==> src/h2r_pkg.sv <==
// Shared constants and types for the HSV to RGB pixel converter.
// No dependencies; imported by h2r_lane and hsv_to_rgb_pixel.
package h2r_pkg;

   localparam int HUE_BITS   = 16;
   localparam int FRAC_BITS  = 12;
   localparam int COORD_BITS = 12;

   // Q12 saturation and value: 4096 is 1.0, the field is 13 bits wide
   localparam int          SV_W    = 13;
   localparam logic [12:0] Q12_ONE = 13'd4096;

   // tone input: 0..2^FRAC_BITS
   localparam int TN_W = FRAC_BITS + 1;
   // 1 - s*tn, scaled by 2^(12+FRAC_BITS)
   localparam int T_W  = SV_W + FRAC_BITS;
   // v * (1 - s*tn)
   localparam int NUM_W = 2 * SV_W + FRAC_BITS;
   // floor(255.5 * c) = (511 * num) >> (25 + FRAC_BITS)
   localparam int LEVEL_SHIFT = 25 + FRAC_BITS;
   localparam int SCALED_W    = NUM_W + 9;
   localparam int RAW_W       = SCALED_W - LEVEL_SHIFT;

   localparam int HPROD_W = HUE_BITS + 3;

   // fraction alignment from hue bits to FRAC_BITS
   localparam int FRAC_SHR = (HUE_BITS >= FRAC_BITS) ? (HUE_BITS - FRAC_BITS) : 0;
   localparam int FRAC_SHL = (HUE_BITS >= FRAC_BITS) ? 0 : (FRAC_BITS - HUE_BITS);
   localparam int FALIGN_W = HUE_BITS + FRAC_BITS;

   // hue sectors of 60 degrees
   localparam logic [2:0] SECTOR_RED_GREEN_UP   = 3'd0;
   localparam logic [2:0] SECTOR_RED_DOWN       = 3'd1;
   localparam logic [2:0] SECTOR_BLUE_UP        = 3'd2;
   localparam logic [2:0] SECTOR_GREEN_DOWN     = 3'd3;
   localparam logic [2:0] SECTOR_RED_UP         = 3'd4;

   // component lanes
   localparam int LANE_HI   = 0;
   localparam int LANE_LO   = 1;
   localparam int LANE_RISE = 2;
   localparam int LANE_FALL = 3;
   localparam int LANES     = 4;

   typedef struct packed {
      logic s2_ld;
      logic s3_ld;
      logic s4_ld;
   } h2r_stage_en_type;

endpackage

==> src/h2r_lane.sv <==
// One color component lane: 1 - s*tn, times v, then scaled to 0..255.
// Three register stages, each loaded by its enable. Depends on h2r_pkg.
module h2r_lane import h2r_pkg::*; (
   input  logic                   clock,
   input  h2r_stage_en_type       en,
   input  logic [SV_W-1:0]        sat,
   input  logic [SV_W-1:0]        val,
   input  logic [TN_W-1:0]        tn,
   output logic [7:0]             level
);

   localparam logic [T_W-1:0] FULL = T_W'(1) << (12 + FRAC_BITS);

   logic [SV_W+TN_W-1:0] st_prod;
   logic [T_W-1:0]       t_in, t_ff;
   logic [SV_W-1:0]      v_ff;
   logic [NUM_W-1:0]     num_in, num_ff;
   logic [SCALED_W-1:0]  scaled;
   logic [RAW_W-1:0]     raw;
   logic [7:0]           level_in, level_ff;

   // stage 2: s * tn never exceeds FULL
   assign st_prod = sat * tn;
   assign t_in    = FULL - T_W'(st_prod);

   // stage 3
   assign num_in = NUM_W'(v_ff) * NUM_W'(t_ff);

   // stage 4: 511 * num as shift and subtract
   assign scaled   = (SCALED_W'(num_ff) << 9) - SCALED_W'(num_ff);
   assign raw      = scaled[SCALED_W-1:LEVEL_SHIFT];
   assign level_in = (raw > RAW_W'(255)) ? 8'd255 : raw[7:0];

   always_ff @(posedge clock) begin
      if (en.s2_ld) begin
         t_ff <= t_in;
         v_ff <= val;
      end
      if (en.s3_ld) begin
         num_ff <= num_in;
      end
      if (en.s4_ld) begin
         level_ff <= level_in;
      end
   end

   assign level = level_ff;

endmodule

==> src/hsv_to_rgb_pixel.sv <==
// HSV to packed RGB pixel converter, top level.
// Uses h2r_pkg and four h2r_lane instances (high, low, rising, falling).
//
// Usage:
//   Input channel req_*: pixel position plus hue (binary angle, one turn =
//   2^16), saturation and value in Q12 (4096 = 1.0, larger values clamp).
//   Result channel rsp_*: the same position and a 24-bit color, red in
//   23:16, green in 15:8, blue in 7:0. One result per transfer, in order.
//   An input transfer passes through the registered stages clamp/sector,
//   s*tn, v*t, scale and sector select to rsp_valid. Throughput: one pixel
//   per clock unless a stalled result has filled every stage; the limit is
//   one pass through each stage, fed by one multiplier per lane in s*tn, v*t.
//   Each full stage holds while its successor is full and stalled; req_ready
//   drops only once every stage holds a pixel, and empty stages close up
//   behind a stalled result. Nothing is dropped or repeated.
//   Reset (synchronous, active high) empties the pipeline; rsp_valid goes
//   low and req_ready is high in the next cycle.
module hsv_to_rgb_pixel import h2r_pkg::*; (
   input  logic                  clock,
   input  logic                  reset,
   input  logic                  req_valid,
   output logic                  req_ready,
   input  logic [COORD_BITS-1:0] req_pixel_x,
   input  logic [COORD_BITS-1:0] req_pixel_y,
   input  logic [HUE_BITS-1:0]   req_hue_angle,
   input  logic [SV_W-1:0]       req_saturation,
   input  logic [SV_W-1:0]       req_brightness,
   output logic                  rsp_valid,
   input  logic                  rsp_ready,
   output logic [COORD_BITS-1:0] rsp_out_x,
   output logic [COORD_BITS-1:0] rsp_out_y,
   output logic [23:0]           rsp_packed_color
);

   // valid bits per stage, stage 5 is the output register
   logic v1_ff, v2_ff, v3_ff, v4_ff, v5_ff;
   logic rdy1, rdy2, rdy3, rdy4, rdy5;

   assign rdy5 = !v5_ff || rsp_ready;
   assign rdy4 = !v4_ff || rdy5;
   assign rdy3 = !v3_ff || rdy4;
   assign rdy2 = !v2_ff || rdy3;
   assign rdy1 = !v1_ff || rdy2;

   assign req_ready = rdy1;

   always_ff @(posedge clock) begin
      if (reset) begin
         v1_ff <= 1'b0;
         v2_ff <= 1'b0;
         v3_ff <= 1'b0;
         v4_ff <= 1'b0;
         v5_ff <= 1'b0;
      end else begin
         if (rdy1) v1_ff <= req_valid;
         if (rdy2) v2_ff <= v1_ff;
         if (rdy3) v3_ff <= v2_ff;
         if (rdy4) v4_ff <= v3_ff;
         if (rdy5) v5_ff <= v4_ff;
      end
   end

   // stage 1: clamp, sector and fraction
   logic [SV_W-1:0]       sat_in, val_in, sat_ff, val_ff;
   logic [HPROD_W-1:0]    hprod;
   logic [FALIGN_W-1:0]   falign;
   logic [FRAC_BITS-1:0]  frac_in, frac_ff;
   logic [2:0]            sector_in;
   logic [2:0]            sec1_ff, sec2_ff, sec3_ff, sec4_ff;
   logic [COORD_BITS-1:0] x1_ff, x2_ff, x3_ff, x4_ff;
   logic [COORD_BITS-1:0] y1_ff, y2_ff, y3_ff, y4_ff;

   assign sat_in    = (req_saturation > Q12_ONE) ? Q12_ONE : req_saturation;
   assign val_in    = (req_brightness > Q12_ONE) ? Q12_ONE : req_brightness;
   assign hprod     = HPROD_W'(req_hue_angle) * HPROD_W'(6);
   assign sector_in = hprod[HPROD_W-1:HUE_BITS];
   assign falign    = (FALIGN_W'(hprod[HUE_BITS-1:0]) >> FRAC_SHR) << FRAC_SHL;
   assign frac_in   = falign[FRAC_BITS-1:0];

   always_ff @(posedge clock) begin
      if (rdy1) begin
         sat_ff  <= sat_in;
         val_ff  <= val_in;
         frac_ff <= frac_in;
         sec1_ff <= sector_in;
         x1_ff   <= req_pixel_x;
         y1_ff   <= req_pixel_y;
      end
      if (rdy2) begin
         sec2_ff <= sec1_ff;
         x2_ff   <= x1_ff;
         y2_ff   <= y1_ff;
      end
      if (rdy3) begin
         sec3_ff <= sec2_ff;
         x3_ff   <= x2_ff;
         y3_ff   <= y2_ff;
      end
      if (rdy4) begin
         sec4_ff <= sec3_ff;
         x4_ff   <= x3_ff;
         y4_ff   <= y3_ff;
      end
   end

   // stages 2 to 4: component lanes
   h2r_stage_en_type     lane_en;
   logic [TN_W-1:0]      tn   [LANES];
   logic [7:0]           lvl  [LANES];

   assign lane_en.s2_ld = rdy2;
   assign lane_en.s3_ld = rdy3;
   assign lane_en.s4_ld = rdy4;

   assign tn[LANE_HI]   = '0;
   assign tn[LANE_LO]   = TN_W'(1) << FRAC_BITS;
   assign tn[LANE_RISE] = (TN_W'(1) << FRAC_BITS) - TN_W'(frac_ff);
   assign tn[LANE_FALL] = TN_W'(frac_ff);

   for (genvar i = 0; i < LANES; i++) begin : g_lane
      h2r_lane u_lane (
         .clock (clock),
         .en    (lane_en),
         .sat   (sat_ff),
         .val   (val_ff),
         .tn    (tn[i]),
         .level (lvl[i])
      );
   end

   // stage 5: place components by sector
   logic [7:0]            hi, lo, rise, fall;
   logic [23:0]           color_in, color_ff;
   logic [COORD_BITS-1:0] x5_ff, y5_ff;

   assign hi   = lvl[LANE_HI];
   assign lo   = lvl[LANE_LO];
   assign rise = lvl[LANE_RISE];
   assign fall = lvl[LANE_FALL];

   always_comb begin
      case (sec4_ff)
         SECTOR_RED_GREEN_UP: color_in = {hi,   rise, lo};
         SECTOR_RED_DOWN:     color_in = {fall, hi,   lo};
         SECTOR_BLUE_UP:      color_in = {lo,   hi,   rise};
         SECTOR_GREEN_DOWN:   color_in = {lo,   fall, hi};
         SECTOR_RED_UP:       color_in = {rise, lo,   hi};
         default:             color_in = {hi,   lo,   fall};
      endcase
   end

   always_ff @(posedge clock) begin
      if (rdy5) begin
         color_ff <= color_in;
         x5_ff    <= x4_ff;
         y5_ff    <= y4_ff;
      end
   end

   assign rsp_valid        = v5_ff;
   assign rsp_out_x        = x5_ff;
   assign rsp_out_y        = y5_ff;
   assign rsp_packed_color = color_ff;

endmodule
==> config.mk <==
export PLATFORM = sky130hd
export DESIGN_NAME = hsv_to_rgb_pixel
export DESIGN_NICKNAME = d
export VERILOG_FILES = /design/src/h2r_pkg.sv /design/src/h2r_lane.sv /design/src/hsv_to_rgb_pixel.sv
export SDC_FILE = /design/constraint.sdc
export NUM_CORES = 2
export LEC_CHECK = 0
export BUFFER_PORTS_ARGS = -buffer_cell sky130_fd_sc_hd__buf_4
export CAP_MARGIN = 5
export CORE_UTILIZATION = 40
export CTS_CLUSTER_DIAMETER = 80
export DETAILED_ROUTE_END_ITERATION = 12
export PLACE_DENSITY_LB_ADDON = 0.2
export SYNTH_ARGS = -nofsm -noshare
export SYNTH_HDL_FRONTEND = slang
export SYNTH_HIERARCHICAL = 1
export SYNTH_SLANG_ARGS = --single-unit
==> constraint.sdc <==
create_clock -name clock -period 8.6 [get_ports clock]
set_input_delay 1.72 -clock clock [delete_from_list [all_inputs] [get_ports clock]]
set_output_delay 1.72 -clock clock [all_outputs]
set_load 0.005 [all_outputs]
; Yosys cells after proc, flatten, opt, wreduce, memory -nomap -nowiden
; Index checks and enable logic that the tools add are counted.
[op_classes]
n_addsub = 8
n_mul = 6
order_cmp = 6
eq_ne = 4
n_mux = 1
reduce_logical = 11
[ops]
columns = operator, count
row1 = $sub A47 B38 Y47, 3
row2 = $pmux W24 S5, 1
row3 = $mul A13 B25 Y38, 3
row4 = $sub A25 B25 Y25 const A, 3
row5 = $sub A46 B37 Y47, 1
row6 = $gt A10 B8 Y1 const B, 4
row7 = $gt A13 B13 Y1 const B, 2
row8 = $mul A13 B12 Y25, 1
row9 = $mul A13 B13 Y25, 1
row10 = $mul A16 B2 Y18 const B, 1
row11 = $sub A13 B12 Y13 const A, 1
row12 = $eq A3 B2 Y1 const B, 2
row13 = $logic_not A1 Y1, 5
row14 = $logic_or A1 B1 Y1, 5
row15 = $eq A3 B1 Y1 const B, 1
row16 = $eq A3 B3 Y1 const B, 1
row17 = $logic_not A3 Y1, 1
[word_totals]
regBits = 446
output_inout_bits = 50

; Longest topological paths before layout
[depth]
word_depth = 6
mapped_depth = 28
ltp_nobuf = 26

; Modules after synthesis
; Netlist, hierarchy kept.
[modules_own_cells]
columns = mod, instances, cells_per_inst, area_per_inst_um2, seq_area_each_um2
row1 = h2r_lane (g_lane[3].u_lane), 1, 2173, 19929.1, 2522.4
row2 = h2r_lane (g_lane[1].u_lane), 1, 2122, 19698.9, 2522.4
row3 = h2r_lane (g_lane[0].u_lane), 1, 2110, 19650.1, 2522.4
row4 = h2r_lane (g_lane[2].u_lane), 1, 2094, 19592.5, 2522.4
row5 = hsv_to_rgb_pixel, 1, 520, 8026.4, 5925.7

; Least setup slack after synthesis
; Ideal clock, no wire load.
[synth_timing]
kind = register to register
from = register frac_ff[4]
to = register g_lane[2].u_lane.t_ff[23] (data pin)
arrival_time_ns = 6.381
required_ns = 8.335
setup_slack_ns = 1.954
path_stages_with_launch = 21
period_less_slack_ns = 6.646
cell_sequence = edfxtp_1 or4_4 or4_4 or3_1 xor2_1 clkbuf_1 nand2_1 fa_1 fa_1 fa_1 fa_1 fa_1 ha_1 ha_1 a21o_1 a21o_1 a21o_1 a21o_1 a31oi_1 o211ai_1 xor2_1
[synth_lines]
columns = element, line_no
row1 = start: declaration, hsv_to_rgb_pixel.sv:67  ; logic [FRAC_BITS-1:0] frac_in, frac_ff;
row2 = start signal: assignment, hsv_to_rgb_pixel.sv:84  ; frac_ff <= frac_in;
row3 = end signal: assignment, h2r_lane.sv:36  ; t_ff <= t_in;
row4 = end: declaration, h2r_lane.sv:15  ; logic [T_W-1:0] t_in, t_ff;

==> impl_metrics.toml <==
[run_status]
run_status = "complete, no violations"

[layout]
fin_util_pct = 43.3
final_cell_mix = "inv_1, fa_1, nand2_1"
design_area_um2 = 93300
nets = 11400
drive_above_1_share_pct = 4.27
syn_to_final_growth_pct = 7.32
nFillCells = 20800
layout_commonest_cell = "inv_1"

[clock_network]
hold_buffers = 0
clock_tree.buffer_depth = 3
worstSkewPairLatency_ns = 0.70
clkSinkCount = 535
cts-root-buf = "clkbuf_16"
clkTransAtPathRegs_ns = 0.06
cts-resized-gates = 0
cts_buffers = 69
cts_setup_buffers = 0
cts_tree = "done"
htree_levels = 3

[sta]
totalNegativeSetupSlack_ns = 0
rsz0062_at_grt = "no"
min_period_over_period_pct = 90.2
worst-slew-pin-transition_ns = 1.28
finalHoldViolCount = 0
min_period_ns = 7.76
slew_violations = 0
max_slew_margin_pct = 13.9
fmax_mhz = 129
fin_worst_skew_ns = 0.0313
setup_viol_count_final = 0

[floorplan]
rows = 170
dieWidth_um = 468
core-area_um2 = 215000
die_h_um = 468
dieArea_um2 = 219000
initial_utilization_pct = 40.4
io_pins = 120

[min_path]
hp-class = "reg2reg"

[drt]
wl_per_cell_um = 18.3
viasPerCell = 5.06
drt-initial-drc-count = 3150
num_vias = 60300
wl_um = 218000
drt_pass1_iterations = 7
drc_errors = 0
ant_nets = 0

[worst_setup_path]
crit_path_end_kind = "flip-flop"
critPathArrivalTime_ns = 8.19
critPathMaxFanout = 17
path_class = "reg2reg"
crit_path_start_kind = "flip-flop"
required_ns = 9.04

[job]
max_cap_viol_count = 0

[placement]
dp_hpwl_um = 174000
gp_congestion = 0.858
numPortBuffers = 119
dpl_cell_area_um2 = 90900

[synthesis]
syn_inst = 9019
yosysUniqueCellTypes = 112
ys_seq_area_share_pct = 18.4
synth-seq-cells = 535
synth_edf_count = 530
avgSynthCellArea_um2 = 9.63
synthArstFlopShare_pct = 0
synth_area_um2 = 86900
yosysWarnings = 6
synth_ff_type = "edfxtp_1"

[global_routing]
gr-total-overflow = 0
grt.total_usage_pct = 20.4
antenna_found_initial = 17
grt_max_degree = 135
grt_pass1_wl_um = 354000
grt_pass1_vias = 65000
-- path summary, 6_finish.rpt --
| kind | start | to | slack [ns] | cells past startpoint |
|---|---|---|---|---|
| min | y2_ff[1]$_DFFE_PP_ | y3_ff[1]$_DFFE_PP_ | 0.39 | 0 |
| max | frac_ff[2]$_DFFE_PP_ | g_lane[2].u_lane/t_ff[24]$_DFFE_PP_ | 0.84 | 18 |
| min reg2reg | y2_ff[1]$_DFFE_PP_ | y3_ff[1]$_DFFE_PP_ | 0.39 | 0 |
| max reg2reg | frac_ff[2]$_DFFE_PP_ | g_lane[2].u_lane/t_ff[24]$_DFFE_PP_ | 0.84 | 18 |
-- cells by family after synthesis --
group,after synthesis,share of synthesized area (%)
AND/OR/NAND/NOR,2740,15.5
adder cells (fa/ha/maj),2321,46.2
buffers and inverters,2183,9.49
AO/OA/AOI/OAI,953,7.42
flip-flops,535,18.4
XOR/XNOR,246,2.48
multiplexers,39,0.462
other,2,0.00864
-- synth_stat cells (11+ instances only) --
| cell type | count | area share [%] |
|---|---|---|
| inv_1 | 1812 | 7.8 |
| a2111oi_0 | 12 | 0.12 |
| o21a_1 | 41 | 0.35 |
| a21o_1 | 134 | 1.2 |
| edfxtp_1 | 530 | 18 |
| o31ai_1 | 13 | 0.11 |
| ha_1 | 837 | 12 |
| a31oi_1 | 33 | 0.24 |
| nand2b_1 | 27 | 0.19 |
| xor2_1 | 75 | 0.76 |
| a211oi_1 | 48 | 0.41 |
| nor2b_1 | 47 | 0.34 |
| nand4_1 | 39 | 0.28 |
| and3_1 | 34 | 0.24 |
| nand2_1 | 1283 | 5.5 |
| clkbuf_1 | 355 | 1.5 |
| nor3_1 | 50 | 0.29 |
| fa_1 | 1484 | 34 |
| nand3_1 | 72 | 0.41 |
| nor2_1 | 204 | 0.88 |
| or3_1 | 14 | 0.10 |
| nor4_1 | 17 | 0.12 |
| mux2i_1 | 30 | 0.35 |
| o21bai_1 | 28 | 0.24 |
| a211o_1 | 11 | 0.11 |
| o211ai_1 | 39 | 0.34 |
| and2_1 | 876 | 6.3 |
| and4_1 | 12 | 0.12 |
| a21oi_1 | 285 | 1.6 |
| xnor2_1 | 171 | 1.7 |
| o21ai_0 | 150 | 0.86 |
-- layer usage --
| layer | wire length (um) | vias up | GRT usage (%) |
|---|---|---|---|
| li1 | - | 28100 | - |
| met1 | 97300 | 30600 | 27.3 |
| met2 | 106000 | 1322 | 34.9 |
| met3 | 9620 | 231 | 2.40 |
| met4 | 5020 | 4 | 5.50 |
| met5 | 25 | - | 0 |
-- sequential cells by signal, indices dropped and copies added (netlist names), 3 cells and up --
| signal | count |
|---|---|
| val_ff | 13 |
| sec3_ff | 3 |
| y3_ff | 12 |
| g_lane.u_lane/v_ff | 52 |
| g_lane.u_lane/t_ff | 100 |
| frac_ff | 12 |
| y2_ff | 12 |
| rsp_out_y | 12 |
| rsp_out_x | 12 |
| x3_ff | 12 |
| x1_ff | 12 |
| g_lane.u_lane/level | 32 |
| sat_ff | 13 |
| x2_ff | 12 |
| g_lane.u_lane/num_ff | 152 |
| y1_ff | 12 |
| rsp_packed_color | 24 |
| sec1_ff | 3 |
| sec2_ff | 3 |
| x4_ff | 12 |
| y4_ff | 12 |
| sec4_ff | 3 |
-- metrics by stage --
stage               worst slack, ns  hold WS [ns]  instances
floorplan                      1.95         0.400       9125
global placement               1.02         0.400      11800
detailed placement            0.933         0.405      11800
CTS                           0.916         0.387      11900
global route                  0.492         0.389      11900
finish                        0.841         0.387      11900
-- final cells by class --
class / count / area [um2] / share of cell area, %
Clock inverter: 48 / 588 / 0.631
Antenna cell: 9 / 22.5 / 0.0242
Multi-Input combinational cell: 6407 / 63100 / 67.6
Timing Repair Buffer: 189 / 1440 / 1.55
Sequential cell: 535 / 16000 / 17.2
Clock buffer: 78 / 1770 / 1.90
Tap cell: 2838 / 3550 / 3.81
Inverter: 1812 / 6810 / 7.30
-- critical path: stages (launching register included) --
cell and delay [ns]:
edfxtp_1 0.64, or4_4 0.60, or4_4 0.44, or3_1 0.33, xor2_1 0.89, nand2_1 0.19
fa_1 0.61, fa_1 0.44, fa_1 0.52, fa_1 0.43, fa_1 0.46, ha_1 0.29
ha_1 0.38, nand4_1 0.15, o32ai_1 0.25, nor2_1 0.10, a31oi_1 0.46, and4_1 0.26
nor3_1 0.05
Power is not shown: default switching activity piles up to over one toggle a cycle in this logic, so the estimate is an artifact.
